<file path="src/rtl/core/agd_pkg.sv">
// agd_pkg: event codes, force levels and register indexes of the gesture detector
// used by accel_gesture_detector, no dependencies
package agd_pkg;

  localparam int unsigned AxisW  = 16;
  localparam int unsigned ForceW = 32;
  localparam int unsigned CodeW  = 4;
  localparam int unsigned CfgIdxW = 3;
  localparam int unsigned CfgDataW = 32;
  localparam int unsigned MaxEvents = 5;

  // event codes
  localparam logic [CodeW-1:0] EV_NONE      = 4'd0;
  localparam logic [CodeW-1:0] EV_TILT_UP   = 4'd1;
  localparam logic [CodeW-1:0] EV_TILT_DOWN = 4'd2;
  localparam logic [CodeW-1:0] EV_LEFT      = 4'd3;
  localparam logic [CodeW-1:0] EV_RIGHT     = 4'd4;
  localparam logic [CodeW-1:0] EV_FACE_UP   = 4'd5;
  localparam logic [CodeW-1:0] EV_FACE_DOWN = 4'd6;
  localparam logic [CodeW-1:0] EV_FREEFALL  = 4'd7;
  localparam logic [CodeW-1:0] EV_3G        = 4'd8;
  localparam logic [CodeW-1:0] EV_6G        = 4'd9;
  localparam logic [CodeW-1:0] EV_8G        = 4'd10;
  localparam logic [CodeW-1:0] EV_SHAKE     = 4'd11;
  localparam logic [CodeW-1:0] EV_2G        = 4'd12;

  // squared force levels, 1024 per g, lowest level first
  localparam logic [3:0][ForceW-1:0] G_LEVELS = {32'd67108864, 32'd37748736,
                                                 32'd9437184, 32'd4194304};
  localparam logic [3:0][CodeW-1:0]  G_CODES  = {EV_8G, EV_6G, EV_3G, EV_2G};

  localparam logic signed [AxisW:0] NOMINAL_G = 17'sd1000;

  // configuration register indexes
  localparam logic [CfgIdxW-1:0] REG_SHAKE_TOL   = 3'd0;
  localparam logic [CfgIdxW-1:0] REG_TILT_TOL    = 3'd1;
  localparam logic [CfgIdxW-1:0] REG_FREEFALL    = 3'd2;
  localparam logic [CfgIdxW-1:0] REG_SHAKE_CNT   = 3'd3;
  localparam logic [CfgIdxW-1:0] REG_SHAKE_DECAY = 3'd4;
  localparam logic [CfgIdxW-1:0] REG_SHAKE_REARM = 3'd5;
  localparam logic [CfgIdxW-1:0] REG_GEST_HOLD   = 3'd6;
  localparam logic [CfgIdxW-1:0] REG_IMP_HOLD    = 3'd7;

endpackage

</file>
<file path="src/rtl/core/accel_gesture_detector.sv">
// accel_gesture_detector: shake, g-impulse and posture events from accelerometer samples
// depends on agd_pkg
//
//  channel   | dir | handshake              | payload
//  s_axis    | in  | tvalid/tready          | tdata: accel_x, accel_y, accel_z
//  m_axis    | out | tvalid/tready, tlast   | tdata: event_code; tlast: last_of_sample
//  cfg       | in  | cfg_we_i, no back-pressure | cfg_idx_i, cfg_data_i
//
// a sample passes an input register, a squaring register (three 16x16 multipliers)
// and an event stage that updates all state and loads the result shift register.
// one sample per cycle while each makes at most one event and m_axis does not stall; a
// sample with several events holds the single output port until all of them are sent.
// reset clears all tracking state and loads the register defaults; stalls on m_axis
// back up through the pipeline to s_axis_tready.
module accel_gesture_detector
  import agd_pkg::*;
(
  input  logic                clk_i,
  input  logic                rst_ni,
  input  logic                s_axis_tvalid,
  output logic                s_axis_tready,
  input  logic [47:0]         s_axis_tdata,   // accel_x, accel_y, accel_z
  output logic                m_axis_tvalid,
  input  logic                m_axis_tready,
  output logic [7:0]          m_axis_tdata,   // event_code, zero padding
  output logic                m_axis_tlast,   // last_of_sample
  input  logic                cfg_we_i,
  input  logic [CfgIdxW-1:0]  cfg_idx_i,
  input  logic [CfgDataW-1:0] cfg_data_i
);

  // configuration
  logic [14:0] shake_tol_q;
  logic [9:0]  tilt_tol_q;
  logic [31:0] freefall_q;
  logic [3:0]  shake_cnt_q;
  logic [7:0]  shake_decay_q;
  logic [7:0]  shake_rearm_q;
  logic [3:0]  gest_hold_q;
  logic [3:0]  imp_hold_q;

  // pipeline
  logic                    s1_valid_q, s2_valid_q;
  logic signed [AxisW-1:0] s1_x_q, s1_y_q, s1_z_q;
  logic signed [AxisW-1:0] s2_x_q, s2_y_q, s2_z_q;
  logic [30:0]             sq_x_q, sq_y_q, sq_z_q;
  logic [AxisW-1:0]        abs_x, abs_y, abs_z;
  logic                    s1_ready, s2_ready, proc, bundle_free, out_xfer;

  // detector state
  logic [3:0] mask_q, mask_d;
  logic [3:0] imp_q, imp_d;
  logic [2:0] dir_q, dir_d;
  logic       fired_q, fired_d;
  logic [3:0] cross_q, cross_d;
  logic [7:0] timer_q, timer_d;
  logic [3:0] cand_q, cand_d;
  logic [3:0] stable_q, stable_d;
  logic [3:0] rep_q, rep_d;

  // result shift register
  logic [CodeW-1:0] out_code_q [MaxEvents];
  logic [CodeW-1:0] out_code_d [MaxEvents];
  logic [2:0]       out_cnt_q, out_cnt_d;
  logic [CodeW-1:0] ev_codes [MaxEvents];
  logic [2:0]       ev_n;

  // event stage signals
  logic [ForceW-1:0]       force_w;
  logic [3:0]              g_hit;
  logic [2:0]              flip;
  logic signed [AxisW:0]   tol_s, lo_s, hi_s, ax_s, ay_s, az_s;
  logic [CodeW-1:0]        cls;
  logic                    shake_ev;

  assign out_xfer    = m_axis_tvalid && m_axis_tready;
  assign bundle_free = (out_cnt_q == 3'd0) || (out_cnt_q == 3'd1 && m_axis_tready);
  assign proc        = s2_valid_q && bundle_free;
  assign s2_ready    = !s2_valid_q || proc;
  assign s1_ready    = !s1_valid_q || s2_ready;
  assign s_axis_tready = s1_ready;

  assign m_axis_tvalid = (out_cnt_q != 3'd0);
  assign m_axis_tdata  = {4'b0000, out_code_q[0]};
  assign m_axis_tlast  = (out_cnt_q == 3'd1);

  assign abs_x = s1_x_q[AxisW-1] ? (~s1_x_q + 16'd1) : s1_x_q;
  assign abs_y = s1_y_q[AxisW-1] ? (~s1_y_q + 16'd1) : s1_y_q;
  assign abs_z = s1_z_q[AxisW-1] ? (~s1_z_q + 16'd1) : s1_z_q;

  // event stage: all per-sample state updates
  always_comb begin
    mask_d   = mask_q;
    imp_d    = imp_q;
    dir_d    = dir_q;
    fired_d  = fired_q;
    cross_d  = cross_q;
    timer_d  = timer_q;
    cand_d   = cand_q;
    stable_d = stable_q;
    rep_d    = rep_q;
    shake_ev = 1'b0;
    cls      = EV_NONE;
    ev_n     = 3'd0;
    for (int k = 0; k < MaxEvents; k++) ev_codes[k] = EV_NONE;

    force_w = {1'b0, sq_x_q} + {1'b0, sq_y_q} + {1'b0, sq_z_q};

    // g impulse levels
    for (int i = 0; i < 4; i++) g_hit[i] = (force_w > G_LEVELS[i]) && !mask_q[i];
    if (force_w > G_LEVELS[0]) begin
      imp_d  = 4'd0;
      mask_d = mask_q | g_hit;
    end
    for (int i = 0; i < 4; i++) begin
      if (g_hit[i]) begin
        ev_codes[ev_n] = G_CODES[i];
        ev_n = ev_n + 3'd1;
      end
    end
    if (imp_d < imp_hold_q) imp_d = imp_d + 4'd1;
    else mask_d = 4'd0;

    // per-axis sign flips
    tol_s = $signed({2'b00, shake_tol_q});
    ax_s  = {s2_x_q[AxisW-1], s2_x_q};
    ay_s  = {s2_y_q[AxisW-1], s2_y_q};
    az_s  = {s2_z_q[AxisW-1], s2_z_q};
    flip[0] = (ax_s < -tol_s && dir_q[0]) || (ax_s > tol_s && !dir_q[0]);
    flip[1] = (ay_s < -tol_s && dir_q[1]) || (ay_s > tol_s && !dir_q[1]);
    flip[2] = (az_s < -tol_s && dir_q[2]) || (az_s > tol_s && !dir_q[2]);
    dir_d   = dir_q ^ flip;

    if ((flip != 3'b000) && (cross_q < shake_cnt_q)) begin
      cross_d = cross_q + 4'd1;
      if (cross_d == 4'd1) timer_d = 8'd0;
      if (cross_d == shake_cnt_q) begin
        fired_d  = 1'b1;
        timer_d  = 8'd0;
        shake_ev = 1'b1;
      end
    end

    if (!shake_ev) begin
      // crossing decay and re-arm
      if (cross_d != 4'd0) begin
        timer_d = timer_d + 8'd1;
        if (fired_d && timer_d >= shake_rearm_q) begin
          fired_d = 1'b0;
          timer_d = 8'd0;
          cross_d = 4'd0;
        end else if (!fired_d && timer_d >= shake_decay_q) begin
          timer_d = 8'd0;
          cross_d = cross_d - 4'd1;
        end
      end

      lo_s = $signed({7'b0, tilt_tol_q}) - NOMINAL_G;
      hi_s = NOMINAL_G - $signed({7'b0, tilt_tol_q});
      if (force_w < freefall_q) cls = EV_FREEFALL;
      else if (ax_s < lo_s)     cls = EV_LEFT;
      else if (ax_s > hi_s)     cls = EV_RIGHT;
      else if (ay_s < lo_s)     cls = EV_TILT_DOWN;
      else if (ay_s > hi_s)     cls = EV_TILT_UP;
      else if (az_s < lo_s)     cls = EV_FACE_UP;
      else if (az_s > hi_s)     cls = EV_FACE_DOWN;
      else                      cls = EV_NONE;

      // posture debounce
      if (cls == cand_q) begin
        if (stable_q < gest_hold_q) stable_d = stable_q + 4'd1;
      end else begin
        cand_d   = cls;
        stable_d = 4'd0;
      end
      if (cand_d != rep_q && stable_d >= gest_hold_q) begin
        rep_d = cand_d;
        if (cand_d != EV_NONE) begin
          ev_codes[ev_n] = cand_d;
          ev_n = ev_n + 3'd1;
        end
      end
    end else begin
      lo_s = '0;
      hi_s = '0;
      ev_codes[ev_n] = EV_SHAKE;
      ev_n = ev_n + 3'd1;
    end
  end

  // result shift register
  always_comb begin
    out_cnt_d = out_cnt_q;
    for (int k = 0; k < MaxEvents; k++) out_code_d[k] = out_code_q[k];
    if (out_xfer) begin
      for (int k = 0; k < MaxEvents - 1; k++) out_code_d[k] = out_code_q[k+1];
      out_code_d[MaxEvents-1] = EV_NONE;
      out_cnt_d = out_cnt_q - 3'd1;
    end
    if (proc) begin
      for (int k = 0; k < MaxEvents; k++) out_code_d[k] = ev_codes[k];
      out_cnt_d = ev_n;
    end
  end

  // configuration writes
  always_ff @(posedge clk_i or negedge rst_ni) begin
    if (!rst_ni) begin
      shake_tol_q   <= 15'd400;
      tilt_tol_q    <= 10'd200;
      freefall_q    <= 32'd160000;
      shake_cnt_q   <= 4'd4;
      shake_decay_q <= 8'd10;
      shake_rearm_q <= 8'd30;
      gest_hold_q   <= 4'd5;
      imp_hold_q    <= 4'd5;
    end else if (cfg_we_i) begin
      unique case (cfg_idx_i)
        REG_SHAKE_TOL:   shake_tol_q   <= cfg_data_i[14:0];
        REG_TILT_TOL:    tilt_tol_q    <= cfg_data_i[9:0];
        REG_FREEFALL:    freefall_q    <= cfg_data_i;
        REG_SHAKE_CNT:   shake_cnt_q   <= cfg_data_i[3:0];
        REG_SHAKE_DECAY: shake_decay_q <= cfg_data_i[7:0];
        REG_SHAKE_REARM: shake_rearm_q <= cfg_data_i[7:0];
        REG_GEST_HOLD:   gest_hold_q   <= cfg_data_i[3:0];
        REG_IMP_HOLD:    imp_hold_q    <= cfg_data_i[3:0];
        default: ;
      endcase
    end
  end

  // control and state
  always_ff @(posedge clk_i or negedge rst_ni) begin
    if (!rst_ni) begin
      s1_valid_q <= 1'b0;
      s2_valid_q <= 1'b0;
      out_cnt_q  <= 3'd0;
      mask_q     <= 4'd0;
      imp_q      <= 4'd0;
      dir_q      <= 3'd0;
      fired_q    <= 1'b0;
      cross_q    <= 4'd0;
      timer_q    <= 8'd0;
      cand_q     <= 4'd0;
      stable_q   <= 4'd0;
      rep_q      <= 4'd0;
    end else begin
      if (s1_ready) s1_valid_q <= s_axis_tvalid;
      if (s2_ready) s2_valid_q <= s1_valid_q;
      out_cnt_q <= out_cnt_d;
      if (proc) begin
        mask_q   <= mask_d;
        imp_q    <= imp_d;
        dir_q    <= dir_d;
        fired_q  <= fired_d;
        cross_q  <= cross_d;
        timer_q  <= timer_d;
        cand_q   <= cand_d;
        stable_q <= stable_d;
        rep_q    <= rep_d;
      end
    end
  end

  // payload
  always_ff @(posedge clk_i) begin
    if (s1_ready && s_axis_tvalid) begin
      s1_x_q <= s_axis_tdata[15:0];
      s1_y_q <= s_axis_tdata[31:16];
      s1_z_q <= s_axis_tdata[47:32];
    end
    if (s2_ready && s1_valid_q) begin
      s2_x_q <= s1_x_q;
      s2_y_q <= s1_y_q;
      s2_z_q <= s1_z_q;
      // full-width product, the square of 32768 still fits in 31 bits
      sq_x_q <= 31'({16'd0, abs_x} * {16'd0, abs_x});
      sq_y_q <= 31'({16'd0, abs_y} * {16'd0, abs_y});
      sq_z_q <= 31'({16'd0, abs_z} * {16'd0, abs_z});
    end
    for (int k = 0; k < MaxEvents; k++) out_code_q[k] <= out_code_d[k];
  end

endmodule
</file>
<file path="config.mk">
export PLATFORM = sky130hd
export DESIGN_NAME = accel_gesture_detector
export DESIGN_NICKNAME = d
export VERILOG_FILES = /design/src/rtl/core/agd_pkg.sv /design/src/rtl/core/accel_gesture_detector.sv
export SDC_FILE = /design/constraint.sdc
export NUM_CORES = 2
export LEC_CHECK = 0
export ABC_AREA = 1
export BUFFER_PORTS_ARGS = -buffer_cell sky130_fd_sc_hd__buf_2
export CAP_MARGIN = 20
export CORE_MARGIN = 2
export CORE_UTILIZATION = 55
export DETAILED_ROUTE_END_ITERATION = 6
export PLACE_DENSITY = 0.8
export SLEW_MARGIN = 20
export SYNTH_ARGS = -nofsm -noshare
export SYNTH_HDL_FRONTEND = slang
export SYNTH_SLANG_ARGS = --single-unit
</file>
<file path="constraint.sdc">
create_clock -name clk_i -period 17 [get_ports clk_i]
set_input_delay 2.55 -clock clk_i [delete_from_list [all_inputs] [get_ports clk_i]]
set_output_delay 2.55 -clock clk_i [all_outputs]
set_load 0.01 [all_outputs]
</file>
Word level (Yosys, flattened, before mapping)
Memories as Yosys holds them, arrays and structs flattened.
Index checks and enable logic that the tools add are counted.

word-level totals
  register bits after elaboration = 315
  memory bits (writable) = 20
  input port bits = 88
  output and inout bits = 11
  word-level logic and storage cells = 240
  memories kept = 1

memory list
  name        depth  width  rd ports  clocked after Yosys merged registers in  wr ports  line                          RTL
  out_code_q  5      4      5         0                                        5         accel_gesture_detector.sv:62  logic [CodeW-1:0] out_code_q [MaxEvents];

operators by class
  add/subtract/negate cells = 18
  multiply operators = 3
  order comparisons = 31
  equality and inequality tests = 13
  multiplexer cells = 66
  bitwise gates (word level) = 22
  reductions and logical operators = 57

operators by type and width
  cell                                                                                number
  20-bit two-way mux                                                                  8
  16-bit by 16-bit multiplier with 31-bit output                                      3
  4-bit two-way mux                                                                   20
  8-bit two-way mux                                                                   7
  16-bit by 17-bit less-than comparator with 1-bit output                             3
  16-bit by 1-bit adder with 16-bit output (second input constant)                    3
  4-bit demux with 3-bit select                                                       4
  16-bit by 11-bit greater-than comparator with 1-bit output                          3
  16-bit greater-than comparator                                                      3
  16-bit by 11-bit less-than comparator with 1-bit output                             3
  16-bit two-way mux                                                                  3
  16-bit NOT                                                                          3
  3-bit two-way mux                                                                   15
  31-bit by 31-bit adder with 32-bit output                                           1
  32-bit by 31-bit adder with 32-bit output                                           1
  32-bit by 23-bit greater-than comparator with 1-bit output (second input constant)  1
  32-bit by 24-bit greater-than comparator with 1-bit output (second input constant)  1
  32-bit by 26-bit greater-than comparator with 1-bit output (second input constant)  1
  32-bit by 27-bit greater-than comparator with 1-bit output (second input constant)  1
  32-bit less-than comparator                                                         1
  1-bit logical AND                                                                   23
  10-bit AND                                                                          2
  20-bit bitwise mux                                                                  1
  10-bit NOT                                                                          2
  40 further kinds                                                                    97

Longest topological paths before layout
  depth after elaboration = 22
  depth in mapped cells = 46
  depth with buffers taken out = 45

Worst setup path after synthesis
OpenSTA, ideal clock, no wires.

  kind = reg2reg
  start = register s1_y_q[0]
  end = register sq_y_q[30] (data pin)
  library setup time = 0.262 ns
  arrival = 7.415 ns
  setup slack = 9.323 ns
  stages on the path, launching flop included = 43
  clock period less this slack = 7.677 ns
  path through = edfxtp_1 clkinv_1 clkbuf_1 ha_1 inv_1 nor3_1 inv_1 nor2_1 nand3_1 nor2_1 inv_1 o21ai_0 or2_2 nand2_1 inv_1 nor2_1 fa_1 inv_1 (+7 left out) inv_1 fa_1 inv_1 ha_1 a21oi_1 nand2_1 a21oi_1 inv_1 a21oi_1 inv_1 nand2_1 nand2_1 a21oi_1 o21ai_0 nand2_1 nand2_1 a21oi_1 xor2_1

on the way
  cells in the longest elaborated chain, start to end = 4

RTL lines
  item                                                line                           RTL
  start: declaration                                  accel_gesture_detector.sv:44   logic signed [AxisW-1:0] s1_x_q, s1_y_q, s1_z_q;
  start signal: assignment                            accel_gesture_detector.sv:269  s1_y_q <= s_axis_tdata[31:16];
  16-bit NOT                                          accel_gesture_detector.sv:88   assign abs_y = s1_y_q[AxisW-1] ? (~s1_y_q + 16'd1) : s1_y_q;
  16-bit by 1-bit adder with 16-bit output            accel_gesture_detector.sv:88
  16-bit two-way mux (*)                              accel_gesture_detector.sv:88
  16-bit by 16-bit multiplier with 31-bit output (*)  accel_gesture_detector.sv:278  sq_y_q <= 31'({16'd0, abs_y} * {16'd0, abs_y});
  end signal: assignment                              accel_gesture_detector.sv:278
  end: declaration                                    accel_gesture_detector.sv:46   logic [30:0] sq_x_q, sq_y_q, sq_z_q;

Every way passes the cells marked *; elsewhere a longest branch is shown, timed or not.
A chain may end at the register's enable or synchronous reset.

Worst setup path in the final report
Same ends and word-level chain as after synthesis.

==> results_dict.tcl <==
set metrics [dict create \
    tightest_slew_ns 1.03 \
    ys.flop_type "edfxtp_1" \
    cp_max_fo 19 \
    dp_hpwl_mm 91.3 \
    clock.fmax_ghz 0.114 \
    die_x_um 287 \
    skew_ns 0.0295 \
    yosys_warnings 0 \
    globalRoute.totalOverflow 0 \
    synthArstFlopShare_pct 38.3 \
    placed_cells 6350 \
    drv_slew 0 \
    yosys.area_share.xor_xnor_pct 3.19 \
    grt_pass1_vias 36300 \
    cts_tree "done" \
    antenna_found_initial 1 \
    synth_edf_count 203 \
    fin_nets 6526 \
    rsz0062_at_grt "no" \
    postCtsHoldBufs 0 \
    post_cts_resized 0 \
    cp-end-kind "flip-flop" \
    die_y_um 287 \
    slew_headroom_pct 31.3 \
    grt_use_total_pct 27.6 \
    synth_fa_ha_area_share_pct 40.2 \
    min_path_type "flip-flop to flip-flop" \
    start_util_pct 55.6 \
    clk_pin_slew_ns 0.06 \
    setup_viol 0 \
    gp_congestion 0.973 \
    hold_viol 0 \
    fin_crit_sh_pct 51.4 \
    ys_seq_elements 329 \
    synth_top_area_share_pct 23.9 \
    insertion_delay_ns 0.60 \
    dieArea_mm2 0.0822 \
    worst_path_max_delay_cell "fa_1" \
    muxShareOfSynthArea_pct 0 \
    final_cells 6420 \
    routed_wl_mm 110 \
    vias 35000 \
    htreeDepth 2 \
    io_pins 99 \
    syn_avg_cell_area_um2 8.42 \
    yosysMostFrequentCell "inv_1" \
    grt_max_degree 81 \
    dr.pass1.iters 6 \
    cts_buffers 38 \
    io_buffers 94 \
    yosysTopAreaCell "fa_1" \
    yosys.cell_types.count 55 \
    via_per_inst 5.45 \
    clockRootBuffer "clkbuf_16" \
    slowest_delay_ns 0.53 \
    synth-simple-area-share_pct 17.4 \
    synth.area.top_cells "fa_1, ha_1, edfxtp_1" \
    cp.arrival_ns 9.06 \
    num_rows 103 \
    max-cap-violations 0 \
    grt_pass1_wl_mm 181 \
    netlist_area_mm2 0.0439 \
    outcome "complete, no violations" \
    cts_buffer_depth 3 \
    drtIter0Drc 2548 \
    drc 0 \
    crit_required_ns 17.33 \
    period_needed_ns 8.74 \
    synthTopCellsByCount "inv_1, nand2_1, ha_1, fa_1, nor2_1" \
    netlist_instances 5221 \
    ant_nets 0 \
    area_delta_synth_final_pct 6.98 \
    yosysSeqAreaShare_pct 21.1 \
    worstSetupPathType "flip-flop to flip-flop" \
    timing.hold.ws_ns 0.486 \
    clkSinkCount 329 \
    crit_top_cell "inv_1" \
    worstSetupStartpointType "flip-flop" \
    coreArea_mm2 0.0790 \
    setup_tns_ns 0 \
    synth-compound-area-share_pct 7.25 \
    avgRoutedWirePerCell_um 17.2 \
    drive_gt1_share_pct 5.79 \
    cts_setup_buffers 0 \
    synth_top_family_by_area "adder cells" \
]
==> metrics by stage <==
stage | util, % | setup slack (ns) | area [um^2]
floorplan | - | 9.32 | 44100
finish | 59.5 | 8.26 | 47000
global placement | 57.8 | 8.75 | 45700
detailed placement | 57.8 | 8.48 | 45700
global route | 59.5 | 7.60 | 47000
CTS | 59.5 | 8.42 | 47000
==> logic make-up (layout without fill, tap and decap cells) <==
kind of cell / count (synthesis) / in the layout
flops: 329 / 329
buf+inv: 1255 / 1361
simple gates: 1789 / 1789
fa+ha+maj: 1098 / 1098
other cells: 2 / 45
compound gates: 588 / 588
xor+xnor: 160 / 160
==> placed cells by master, fill, tap and decap left out, drive strengths merged, types with 4 or more instances in the layout <==
cell / instances
o21a: 14
nor4: 8
nand4: 55
xor2: 111
nand3b: 17
nor2: 502
inv: 1179
conb: 43
fa: 525
dfrtp: 104
a21o: 11
and3: 4
o31ai: 11
nor3: 49
nand3: 160
nand2: 967
clkbuf: 47
clkinv: 25
a21oi: 280
o21ai: 217
and2: 9
xnor2: 49
dfstp: 22
a31oi: 12
edfxtp: 203
o21bai: 8
a211oi: 9
buf: 106
o211ai: 17
or2: 14
ha: 573
==> state kept, by name (all words and copies together), names as in the netlist, 8 cells and up <==
| signal | count |
|---|---|
| freefall_q | 32 |
| out_code_q | 20 |
| s1_x_q | 16 |
| s1_y_q | 16 |
| s1_z_q | 16 |
| s2_x_q | 16 |
| s2_y_q | 16 |
| s2_z_q | 16 |
| shake_decay_q | 8 |
| shake_rearm_q | 8 |
| shake_tol_q | 15 |
| sq_x_q | 29 |
| sq_y_q | 29 |
| sq_z_q | 29 |
| tilt_tol_q | 10 |
| timer_q | 8 |
==> critical path, delay by kind of cell (launching register included) <==
family                   cells  cell delay [ns]
AO/OA/AOI/OAI                6             1.22
AND/OR/NAND/NOR             14             1.70
buffers and inverters       14             1.46
flip-flops                   1             0.44
XOR/XNOR                     1             0.09
adder cells (fa/ha/maj)      8             3.58
==> final cells by class <==
| type | count | area [um^2] |
|---|---|---|
| diodes | 2 | 5.00 |
| repair buffers | 106 | 563 |
| clock inverters | 21 | 260 |
| clock buffers | 47 | 1050 |
| inverters | 1187 | 4460 |
| fillers | 6675 | 32000 |
| flip-flops and latches | 329 | 9280 |
| well taps | 1050 | 1310 |
| multi-input cells | 3678 | 30100 |
==> path summary, 6_finish.rpt <==
kind / cells past startpoint / slack, ns / startpoint / end
min in group asynchronous: 1 / 2.06 / rst_ni / shake_decay_q[5]$_DFFE_PN0P_
max in group asynchronous: 2 / 13.59 / rst_ni / freefall_q[27]$_DFFE_PN0P_
worst max register to register: 43 / 8.26 / s1_y_q[0]$_DFFE_PP_ / sq_y_q[30]$_DFFE_PP_
worst min register to register: 2 / 0.49 / shake_rearm_q[7]$_DFFE_PN0P_ / shake_rearm_q[7]$_DFFE_PN0P_
worst max-delay path: 43 / 8.26 / s1_y_q[0]$_DFFE_PP_ / sq_y_q[30]$_DFFE_PP_
worst min-delay path: 2 / 0.49 / shake_rearm_q[7]$_DFFE_PN0P_ / shake_rearm_q[7]$_DFFE_PN0P_
==> metal layers <==
metal	wire length, um	track usage, %
met2	53300	47.1
met4	7200	16.3
met5	0	0
met1	42800	33.3
met3	6870	3.78
Power is not shown: default switching activity piles up to over one toggle a cycle in this logic, so the estimate is an artifact.
